`src/rtl/kedsw_pkg.sv`:
```
// Package for the key event detector with stuck-key watchdog.
// Holds the transaction types, key map constants and back-end state codes.
// No dependencies.
package kedsw_pkg;

    localparam int ROW_KEYS        = 14;
    localparam int MAP_BITS        = 56;
    localparam int KEY_ID_W        = 6;
    localparam int TIME_W          = 32;
    localparam int KEY_COUNT_DEF   = 56;
    localparam int MAX_EVENTS_DEF  = 16;
    localparam int QUEUE_DEPTH     = 2;
    localparam logic [TIME_W-1:0] STUCK_RESET = 32'd8000;

    localparam int KEY_FN    = 2 * ROW_KEYS + 0;
    localparam int KEY_SHIFT = 2 * ROW_KEYS + 1;
    localparam int KEY_CTRL  = 3 * ROW_KEYS + 0;
    localparam int KEY_ALT   = 3 * ROW_KEYS + 2;

    typedef struct packed {
        logic [MAP_BITS-1:0] key_map;
        logic [TIME_W-1:0]   now_ms;
    } scan_in_t;

    typedef struct packed {
        logic [MAP_BITS-1:0] key_map;
        logic [TIME_W-1:0]   now_ms;
        logic                fn_down;
        logic                shift_down;
        logic                ctrl_down;
        logic                alt_down;
    } scan_t;

    typedef struct packed {
        logic [KEY_ID_W-1:0] key_id;
        logic                pressed;
        logic                fn_down;
        logic                shift_down;
        logic                ctrl_down;
        logic                alt_down;
        logic                forced_release;
        logic                last_event;
    } evt_t;

    typedef enum logic [1:0] {
        BACK_IDLE,
        BACK_WALK,
        BACK_FLUSH
    } back_state_t;

endpackage

```
`src/rtl/kedsw_front.sv`:
```
// Front end: accepts scan transactions and decodes the modifier keys.
// Depends on kedsw_pkg; feeds kedsw_fifo.
module kedsw_front
(
    input  logic              scan_valid,
    output logic              scan_ready,
    input  kedsw_pkg::scan_in_t scan,
    input  logic              q_full,
    output logic              push,
    output kedsw_pkg::scan_t  push_data
);

    assign scan_ready = !q_full;
    assign push       = scan_valid && !q_full;

    always_comb
    begin
        push_data.key_map    = scan.key_map;
        push_data.now_ms     = scan.now_ms;
        push_data.fn_down    = scan.key_map[kedsw_pkg::KEY_FN];
        push_data.shift_down = scan.key_map[kedsw_pkg::KEY_SHIFT];
        push_data.ctrl_down  = scan.key_map[kedsw_pkg::KEY_CTRL];
        push_data.alt_down   = scan.key_map[kedsw_pkg::KEY_ALT];
    end

endmodule

```
`src/rtl/kedsw_fifo.sv`:
```
// Short queue of decoded scans between front and back end.
// Depends on kedsw_pkg for the entry type.
module kedsw_fifo
#(
    parameter int DEPTH = kedsw_pkg::QUEUE_DEPTH
)
(
    input  logic             clk,
    input  logic             rst_n,
    input  logic             push,
    input  kedsw_pkg::scan_t push_data,
    output logic             full,
    input  logic             pop,
    output logic             valid,
    output kedsw_pkg::scan_t data
);

    localparam int PTR_W = (DEPTH > 1) ? $clog2(DEPTH) : 1;
    localparam int CNT_W = $clog2(DEPTH + 1);

    kedsw_pkg::scan_t entry_reg [DEPTH];
    logic [PTR_W-1:0] wr_ptr_reg, wr_ptr_next;
    logic [PTR_W-1:0] rd_ptr_reg, rd_ptr_next;
    logic [CNT_W-1:0] count_reg, count_next;
    logic             do_pop;

    assign full   = (count_reg == CNT_W'(DEPTH));
    assign valid  = (count_reg != '0);
    assign data   = entry_reg[rd_ptr_reg];
    assign do_pop = pop && valid;

    always_comb
    begin
        wr_ptr_next = wr_ptr_reg;
        rd_ptr_next = rd_ptr_reg;
        count_next  = count_reg;
        if (push)
        begin
            wr_ptr_next = (wr_ptr_reg == PTR_W'(DEPTH - 1)) ? '0 : wr_ptr_reg + 1'b1;
        end
        if (do_pop)
        begin
            rd_ptr_next = (rd_ptr_reg == PTR_W'(DEPTH - 1)) ? '0 : rd_ptr_reg + 1'b1;
        end
        if (push && !do_pop)
        begin
            count_next = count_reg + 1'b1;
        end
        else if (do_pop && !push)
        begin
            count_next = count_reg - 1'b1;
        end
    end

    always_ff @(posedge clk or negedge rst_n)
    begin
        if (!rst_n)
        begin
            wr_ptr_reg <= '0;
            rd_ptr_reg <= '0;
            count_reg  <= '0;
        end
        else
        begin
            wr_ptr_reg <= wr_ptr_next;
            rd_ptr_reg <= rd_ptr_next;
            count_reg  <= count_next;
        end
    end

    always_ff @(posedge clk)
    begin
        if (push)
        begin
            entry_reg[wr_ptr_reg] <= push_data;
        end
    end

endmodule

```
`src/rtl/kedsw_back.sv`:
```
// Back end: walks the keys of one scan, keeps held flags and press times,
// and emits press, release and forced-release events. Depends on kedsw_pkg.
module kedsw_back
#(
    parameter int KEY_COUNT  = kedsw_pkg::KEY_COUNT_DEF,
    parameter int MAX_EVENTS = kedsw_pkg::MAX_EVENTS_DEF
)
(
    input  logic                           clk,
    input  logic                           rst_n,
    input  logic                           q_valid,
    input  kedsw_pkg::scan_t               q_data,
    output logic                           q_pop,
    input  logic [kedsw_pkg::TIME_W-1:0]   stuck_time,
    output logic                           evt_valid,
    input  logic                           evt_ready,
    output kedsw_pkg::evt_t                evt
);

    localparam int IDX_W = $clog2(KEY_COUNT);
    localparam int MAP_W = 1 << IDX_W;
    localparam int CNT_W = $clog2(MAX_EVENTS + 1);
    localparam logic [IDX_W-1:0] LAST_IDX = IDX_W'(KEY_COUNT - 1);

    kedsw_pkg::back_state_t state_reg, state_next;
    logic [IDX_W-1:0]     idx_reg, idx_next;
    logic [CNT_W-1:0]     cnt_reg, cnt_next;
    logic [KEY_COUNT-1:0] held_reg, held_next;
    logic                 pend_valid_reg, pend_valid_next;
    kedsw_pkg::evt_t      pend_reg, pend_next;
    logic                 out_valid_reg, out_valid_next;
    kedsw_pkg::evt_t      out_reg, out_next;

    logic [kedsw_pkg::TIME_W-1:0] press_mem [KEY_COUNT];
    logic [kedsw_pkg::TIME_W-1:0] pt_rdata_reg;
    logic                         rd_en;
    logic [IDX_W-1:0]             rd_addr;
    logic                         wr_en;

    logic [MAP_W-1:0]             map_ext;
    logic [kedsw_pkg::TIME_W-1:0] elapsed;
    logic down, held, press, release_ev, forced, emit, emit_ok, out_free;
    kedsw_pkg::evt_t              new_ev;

    assign map_ext    = MAP_W'(q_data.key_map);
    assign down       = map_ext[idx_reg];
    assign held       = held_reg[idx_reg];
    assign elapsed    = q_data.now_ms - pt_rdata_reg;
    assign press      = down && !held;
    assign release_ev = !down && held;
    assign forced     = down && held && (elapsed > stuck_time);
    assign emit       = press || release_ev || forced;
    assign emit_ok    = emit && (cnt_reg < CNT_W'(MAX_EVENTS));
    assign out_free   = !out_valid_reg || evt_ready;

    assign evt_valid = out_valid_reg;
    assign evt       = out_reg;

    always_comb
    begin
        new_ev.key_id         = kedsw_pkg::KEY_ID_W'(idx_reg);
        new_ev.pressed        = press;
        new_ev.fn_down        = q_data.fn_down;
        new_ev.shift_down     = q_data.shift_down;
        new_ev.ctrl_down      = q_data.ctrl_down;
        new_ev.alt_down       = q_data.alt_down;
        new_ev.forced_release = forced;
        new_ev.last_event     = 1'b0;
    end

    always_comb
    begin
        state_next      = state_reg;
        idx_next        = idx_reg;
        cnt_next        = cnt_reg;
        held_next       = held_reg;
        pend_valid_next = pend_valid_reg;
        pend_next       = pend_reg;
        out_valid_next  = out_valid_reg;
        out_next        = out_reg;
        q_pop           = 1'b0;
        rd_en           = 1'b0;
        rd_addr         = idx_reg + 1'b1;
        wr_en           = 1'b0;

        if (out_valid_reg && evt_ready)
        begin
            out_valid_next = 1'b0;
        end

        case (state_reg)
            kedsw_pkg::BACK_IDLE:
            begin
                if (q_valid)
                begin
                    rd_en      = 1'b1;
                    rd_addr    = '0;
                    idx_next   = '0;
                    cnt_next   = '0;
                    state_next = kedsw_pkg::BACK_WALK;
                end
            end
            kedsw_pkg::BACK_WALK:
            begin
                if (!(emit_ok && pend_valid_reg && !out_free))
                begin
                    if (emit)
                    begin
                        held_next[idx_reg] = press;
                    end
                    wr_en = press;
                    if (emit_ok)
                    begin
                        cnt_next = cnt_reg + 1'b1;
                        if (pend_valid_reg)
                        begin
                            out_next       = pend_reg;
                            out_valid_next = 1'b1;
                        end
                        pend_next       = new_ev;
                        pend_valid_next = 1'b1;
                    end
                    if (idx_reg == LAST_IDX)
                    begin
                        state_next = kedsw_pkg::BACK_FLUSH;
                    end
                    else
                    begin
                        rd_en    = 1'b1;
                        idx_next = idx_reg + 1'b1;
                    end
                end
            end
            kedsw_pkg::BACK_FLUSH:
            begin
                if (!pend_valid_reg)
                begin
                    q_pop      = 1'b1;
                    state_next = kedsw_pkg::BACK_IDLE;
                end
                else if (out_free)
                begin
                    out_next            = pend_reg;
                    out_next.last_event = 1'b1;
                    out_valid_next      = 1'b1;
                    pend_valid_next     = 1'b0;
                    q_pop               = 1'b1;
                    state_next          = kedsw_pkg::BACK_IDLE;
                end
            end
            default:
            begin
                state_next = kedsw_pkg::BACK_IDLE;
            end
        endcase
    end

    always_ff @(posedge clk or negedge rst_n)
    begin
        if (!rst_n)
        begin
            state_reg      <= kedsw_pkg::BACK_IDLE;
            idx_reg        <= '0;
            cnt_reg        <= '0;
            held_reg       <= '0;
            pend_valid_reg <= 1'b0;
            out_valid_reg  <= 1'b0;
        end
        else
        begin
            state_reg      <= state_next;
            idx_reg        <= idx_next;
            cnt_reg        <= cnt_next;
            held_reg       <= held_next;
            pend_valid_reg <= pend_valid_next;
            out_valid_reg  <= out_valid_next;
        end
    end

    always_ff @(posedge clk)
    begin
        pend_reg <= pend_next;
        out_reg  <= out_next;
    end

    always_ff @(posedge clk)
    begin
        if (wr_en)
        begin
            press_mem[idx_reg] <= q_data.now_ms;
        end
        if (rd_en)
        begin
            pt_rdata_reg <= press_mem[rd_addr];
        end
    end

endmodule

```
`src/rtl/key_event_detector_stuck_watchdog.sv`:
```
// Key event detector with stuck-key watchdog: top level.
// Depends on kedsw_pkg, kedsw_front, kedsw_fifo and kedsw_back.
//
// Each scan transaction (key map plus millisecond time) is decoded and queued,
// then the back end walks the keys one per cycle in id order, pausing while the
// event port holds back a full output with a further event due, and returns the
// press, release and forced-release events of that scan, at most MAX_EVENTS,
// with last_event set on the final one and nothing for a scan without change.
// The one-key-per-cycle walk runs over the single read port of the press-time
// memory; the scan being walked stays at the head of a two-entry queue, so one
// more scan is accepted meanwhile. Held flags clear at reset, so no clearing
// pass runs.
// stuck_time_reg (milliseconds) resets to 8000 and is written through cfg_we/cfg_data.
module key_event_detector_stuck_watchdog
#(
    parameter int KEY_COUNT  = kedsw_pkg::KEY_COUNT_DEF,
    parameter int MAX_EVENTS = kedsw_pkg::MAX_EVENTS_DEF
)
(
    input  logic                         clk,
    input  logic                         rst_n,
    input  logic                         scan_valid,
    output logic                         scan_ready,
    input  kedsw_pkg::scan_in_t          scan,
    output logic                         evt_valid,
    input  logic                         evt_ready,
    output kedsw_pkg::evt_t              evt,
    input  logic                         cfg_we,
    input  logic [kedsw_pkg::TIME_W-1:0] cfg_data
);

    logic [kedsw_pkg::TIME_W-1:0] stuck_time_reg;
    logic             q_full, q_push, q_pop, q_valid;
    kedsw_pkg::scan_t q_push_data, q_data;

    always_ff @(posedge clk or negedge rst_n)
    begin
        if (!rst_n)
        begin
            stuck_time_reg <= kedsw_pkg::STUCK_RESET;
        end
        else if (cfg_we)
        begin
            stuck_time_reg <= cfg_data;
        end
    end

    kedsw_front u_front
    (
        .scan_valid (scan_valid),
        .scan_ready (scan_ready),
        .scan       (scan),
        .q_full     (q_full),
        .push       (q_push),
        .push_data  (q_push_data)
    );

    kedsw_fifo #(.DEPTH(kedsw_pkg::QUEUE_DEPTH)) u_fifo
    (
        .clk       (clk),
        .rst_n     (rst_n),
        .push      (q_push),
        .push_data (q_push_data),
        .full      (q_full),
        .pop       (q_pop),
        .valid     (q_valid),
        .data      (q_data)
    );

    kedsw_back #(.KEY_COUNT(KEY_COUNT), .MAX_EVENTS(MAX_EVENTS)) u_back
    (
        .clk        (clk),
        .rst_n      (rst_n),
        .q_valid    (q_valid),
        .q_data     (q_data),
        .q_pop      (q_pop),
        .stuck_time (stuck_time_reg),
        .evt_valid  (evt_valid),
        .evt_ready  (evt_ready),
        .evt        (evt)
    );

endmodule

```
`config.mk`:
```
export PLATFORM = sky130hd
export DESIGN_NAME = key_event_detector_stuck_watchdog
export DESIGN_NICKNAME = d
export VERILOG_FILES = /design/src/rtl/kedsw_pkg.sv /design/src/rtl/kedsw_front.sv /design/src/rtl/kedsw_fifo.sv /design/src/rtl/kedsw_back.sv /design/src/rtl/key_event_detector_stuck_watchdog.sv
export SDC_FILE = /design/constraint.sdc
export NUM_CORES = 2
export LEC_CHECK = 0
export ABC_AREA = 1
export BUFFER_PORTS_ARGS = -buffer_cell sky130_fd_sc_hd__clkbuf_2
export CAP_MARGIN = 25
export CORE_ASPECT_RATIO = 1.1
export CORE_UTILIZATION = 55
export CTS_BUF_LIST = sky130_fd_sc_hd__clkbuf_16
export CTS_CLUSTER_SIZE = 20
export DETAILED_ROUTE_END_ITERATION = 12
export PLACE_DENSITY = 0.71
export SETUP_SLACK_MARGIN = 0.4
export SKIP_CTS_REPAIR_TIMING = 1
export SYNTH_ARGS = -nofsm -noshare
export SYNTH_HDL_FRONTEND = slang
export SYNTH_SLANG_ARGS = --single-unit
```
`constraint.sdc`:
```
create_clock -name clk -period 9.2 [get_ports clk]
set_input_delay 1.38 -clock clk [delete_from_list [all_inputs] [get_ports clk]]
set_output_delay 1.38 -clock clk [all_outputs]
set_load 0.05 [all_outputs]
```
==> reports/results.txt <==
The worst path required time was 9.64 ns; the summed negative setup slack over all endpoints was 0 ns. The net count of the mapped netlist was 7032; the wire length of the first global-routing pass was 360000 µm. The tools report the number of design-rule violations left by the first detailed-router iteration as 8088. The standby leakage power is 33.4 nW, and the number of flip-flops under the largest register name is 1792.

In this run the remaining antenna-violating nets after routing total 0. After detailed routing, the number of remaining DRC violations is 0. The number of enable-type register cells in the synthesized netlist is 2025. The sum of internal, switching and leakage power is 0.0352 W, and the CTS sink count is 2132. For this design, the slowest cell found on the critical path is sky130_fd_sc_hd__nor2_4. Measured along the x axis, the die boundary spans 384 µm. The die covers 162000 µm². The tools report the source of the critical timing path as u_fifo.rd_ptr_reg.

The tools report the number of global-route vias before repair as 53900. Entering global routing, the biggest net connects 232 pins. The worst setup path is launched from a flip-flop. The proportion of synthesized flip-flops having asynchronous set or reset is 0.0502.

During placement, the flow inserted port buffers numbering 139. During synthesis, Yosys emitted a total of 0 warnings. The floorplan step defined a core boundary enclosing 159000 µm². CTS placed an instance of sky130_fd_sc_hd__clkbuf_16 at the clock tree root. The number of antenna violations at the first check in global routing is 14.

After synthesis, the netlist uses 62 different library cells. Based on the critical path, the design can be clocked at up to 137 MHz. Before antenna repair, the detailed router went through 8 iterations.

The most common flop cell mapped by yosys was sky130_fd_sc_hd__edfxtp_1. Detailed routing inserted a total of 57300 vias. The worst register-to-register path has a setup slack of 1.89 ns. The clock transition at the registers of the reported paths is 0.06 ns. The setup path with the least slack is of type reg -> reg. Global routing finished with a remaining overflow of 0. The insertion delay to the later sink of the worst-skew pair is 0.85 ns, and the transition time at the pin with the least slew margin is 1.09 ns.

The run gives 6834 as the number of instances in the synthesized netlist. The critical path's top delay family is simple AND/OR/NAND/NOR gates. The initialized floorplan defines 153 standard-cell rows. For the number of max-cap violations, the log shows 0. The critical path crosses 25 cells after its start point. The wire-length estimate of the detail-placed layout is 146000 µm.

Including well taps, the total number of placed cells is 8721. After the flow finishes, the layout carries non-filler instances totaling 9147. The die outline height is 422 µm, and the max-slew violation count is 0. The routed design has 249000 µm of wire.

Cell with the most instances on the worst path: sky130_fd_sc_hd__nand2_1. The share of cells above drive strength 1 is 0.145, and the H-tree depth is 4. The number of synthesized register bits was 2132.

During I/O placement, the number of pins put on the boundary was 140. The logs give 7070 for the final-stage net count and 0.304 for the global router's overall resource usage. The maximum ir drop on the vdd rail is 0.429 mV. The tools report the number of fillers in the final layout as 11800. Share of the cycle needed by the critical path after routing: 0.795. The congestion estimate from routability-driven global placement came to 0.942. Power spread over the standard cell area amounts to 358 nW/µm². The tools report the startpoint of the most critical register-to-register path as u_fifo.rd_ptr_reg. The run gives 0.271 as the worst relative slew slack. The post-synthesis cell area is 88200 µm².

After detailed routing, the average wire length per cell comes to 27.3 µm. The worst setup path is captured at a flip-flop. Worst hold-check slack: 0.428 ns.

STA puts the critical path data arrival time at 7.75 ns. Compared with the post-synthesis result, the final layout area differs by 11.4%. The count of cells along the worst register-to-register path is 25. The flow ran to the end, and the final reports show no timing, DRC or antenna violations. Setup repair after global routing left no endpoint under its margin. Along the worst path, the maximum fanout reaches 58. Along the worst hold path, the cell count comes to 0. In this run the most critical hold path is launched from u_back.pend_reg[12]. On the worst path, the slowest cell contributes a delay of 0.90 ns. The starting density of the core is 0.556. Setup violations remaining at the end of the flow were counted as 0. The register area share after synthesis is 0.720, and the maximum buffer depth of the clock tree is 3. Ratio of routed vias to standard cells: 6.26. The routed design could run at a clock period as short as 7.31 ns. The critical path contains buffers and inverters numbering 2 combined. Final-report hold violation count: 0.

The worst hold path belongs to the class reg -> reg. For the final database, setup skew stands at 0.0365 ns. TritonCTS built the clock tree. CTS buffer count: 202. Dividing the synthesized area by the synthesized cell count gives 12.9 µm². The core occupancy in the finished layout was 0.619.
final timing paths:
path / endpoint
worst max-delay path: u_back.press_mem[11][9]
worst min-delay path: u_back.evt[12]
worst max register to register: u_back.press_mem[11][9]
worst min register to register: u_back.evt[12]
max in group asynchronous: u_fifo.rd_ptr_reg
min in group asynchronous: u_back.evt_valid
through the flow:
stage,worst slack (ns),area (µm²)
2_1_floorplan,2.18,88200
3_3_place_gp,2.06,90900
3_5_place_dp,1.97,91000
4_1_cts,1.93,97500
5_1_grt,1.44,98300
6_report,1.89,98300
metal layers:
metal  part of all wire  global-route usage  vias to the layer above
met2               0.46               0.464                     3081
met1               0.38               0.410                    28400
met5            0.00022                   0                        -
met3               0.11              0.0735                      565
met4              0.054               0.150                        8
li1                   -                   -                    25300
cell usage in the layout (no fill, tap or decap), types with 6 or more instances in the layout:
| master | Yosys | layout |
|---|---|---|
| sky130_fd_sc_hd__or2_2 | 334 | 334 |
| sky130_fd_sc_hd__xnor2_1 | 11 | 11 |
| sky130_fd_sc_hd__o21ai_0 | 501 | 501 |
| sky130_fd_sc_hd__clkinv_1 | 4 | 63 |
| sky130_fd_sc_hd__ha_1 | 72 | 71 |
| sky130_fd_sc_hd__bufinv_16 | 0 | 16 |
| sky130_fd_sc_hd__dfrtp_1 | 101 | 100 |
| sky130_fd_sc_hd__clkinv_4 | 0 | 9 |
| sky130_fd_sc_hd__nor3_1 | 15 | 15 |
| sky130_fd_sc_hd__diode_2 | 0 | 6 |
| sky130_fd_sc_hd__o211ai_1 | 579 | 579 |
| sky130_fd_sc_hd__inv_2 | 10 | 7 |
| sky130_fd_sc_hd__nand2_1 | 873 | 840 |
| sky130_fd_sc_hd__clkbuf_2 | 3 | 138 |
| sky130_fd_sc_hd__inv_1 | 303 | 346 |
| sky130_fd_sc_hd__xor2_1 | 25 | 25 |
| sky130_fd_sc_hd__dfstp_2 | 6 | 6 |
| sky130_fd_sc_hd__buf_12 | 0 | 46 |
| sky130_fd_sc_hd__buf_16 | 0 | 9 |
| sky130_fd_sc_hd__or2_1 | 76 | 76 |
| sky130_fd_sc_hd__nand4_1 | 17 | 17 |
| sky130_fd_sc_hd__clkinv_2 | 0 | 32 |
| sky130_fd_sc_hd__a21oi_1 | 70 | 70 |
| sky130_fd_sc_hd__mux2i_1 | 11 | 11 |
| sky130_fd_sc_hd__nor2_1 | 482 | 423 |
| sky130_fd_sc_hd__o221ai_1 | 37 | 37 |
| sky130_fd_sc_hd__o32ai_1 | 6 | 6 |
| sky130_fd_sc_hd__nand2_2 | 4 | 34 |
| sky130_fd_sc_hd__clkbuf_16 | 0 | 205 |
| sky130_fd_sc_hd__a21o_1 | 8 | 8 |
| sky130_fd_sc_hd__buf_4 | 14 | 87 |
| sky130_fd_sc_hd__o22ai_1 | 236 | 236 |
| sky130_fd_sc_hd__edfxtp_1 | 2025 | 2025 |
| sky130_fd_sc_hd__o21ai_1 | 16 | 16 |
| sky130_fd_sc_hd__nor2_4 | 4 | 63 |
| sky130_fd_sc_hd__nand3_1 | 517 | 516 |
Yosys cell counts, types with 10 or more instances:
master                        n  share of area
sky130_fd_sc_hd__xor2_1      25         0.0025
sky130_fd_sc_hd__inv_1      303          0.013
sky130_fd_sc_hd__buf_2      118         0.0067
sky130_fd_sc_hd__nor3_1      15        0.00085
sky130_fd_sc_hd__buf_6       36         0.0046
sky130_fd_sc_hd__buf_4       14         0.0012
sky130_fd_sc_hd__edfxtp_1  2025           0.69
sky130_fd_sc_hd__o21ai_1     16        0.00091
sky130_fd_sc_hd__o22ai_1    236          0.017
sky130_fd_sc_hd__buf_1       33         0.0014
sky130_fd_sc_hd__or2_2      334          0.024
sky130_fd_sc_hd__nand2_1    873          0.037
sky130_fd_sc_hd__a21oi_1     70         0.0040
sky130_fd_sc_hd__nand3_1    517          0.029
sky130_fd_sc_hd__ha_1        72          0.010
sky130_fd_sc_hd__o211ai_1   579          0.049
sky130_fd_sc_hd__o221ai_1    37         0.0037
sky130_fd_sc_hd__or2_1       76         0.0054
sky130_fd_sc_hd__dfrtp_1    101          0.029
sky130_fd_sc_hd__xnor2_1     11         0.0011
sky130_fd_sc_hd__mux2i_1     11         0.0012
sky130_fd_sc_hd__nor2_1     482          0.021
sky130_fd_sc_hd__clkbuf_1   241          0.010
sky130_fd_sc_hd__nand4_1     17         0.0012
sky130_fd_sc_hd__o21ai_0    501          0.028
sky130_fd_sc_hd__inv_2       10        0.00043
where the power goes:
| group | leakage (nW) | internal [W] | switching [W] |
|---|---|---|---|
| logic | 10.3 | 0.00368 | 0.0107 |
| clock network | 3.33 | 0.00450 | 0.00364 |
| registers | 19.7 | 0.0125 | 0.000182 |
cell families after synthesis:
group | count (synthesis) | share of synthesized area
flops | 2132 | 0.720
fa+ha+maj | 73 | 0.0104
mux | 12 | 0.00138
compound gates | 1483 | 0.107
simple gates | 2334 | 0.120
xor+xnor | 36 | 0.00357
buf+inv | 764 | 0.0380
area by class of cell:
cell class / instances / area (µm²) / area share
Clock inverter: 176 / 1350 / 0.0137
Sequential cell: 2132 / 63500 / 0.646
Tap cell: 2092 / 2620 / 0.0266
Clock buffer: 205 / 5130 / 0.0522
Multi-Input combinational cell: 3938 / 22000 / 0.223
Antenna cell: 6 / 15.0 / 0.000153
Inverter: 318 / 1220 / 0.0124
Timing Repair Buffer: 280 / 2510 / 0.0256
No activity file was read; power rests on OpenSTA's default activity.
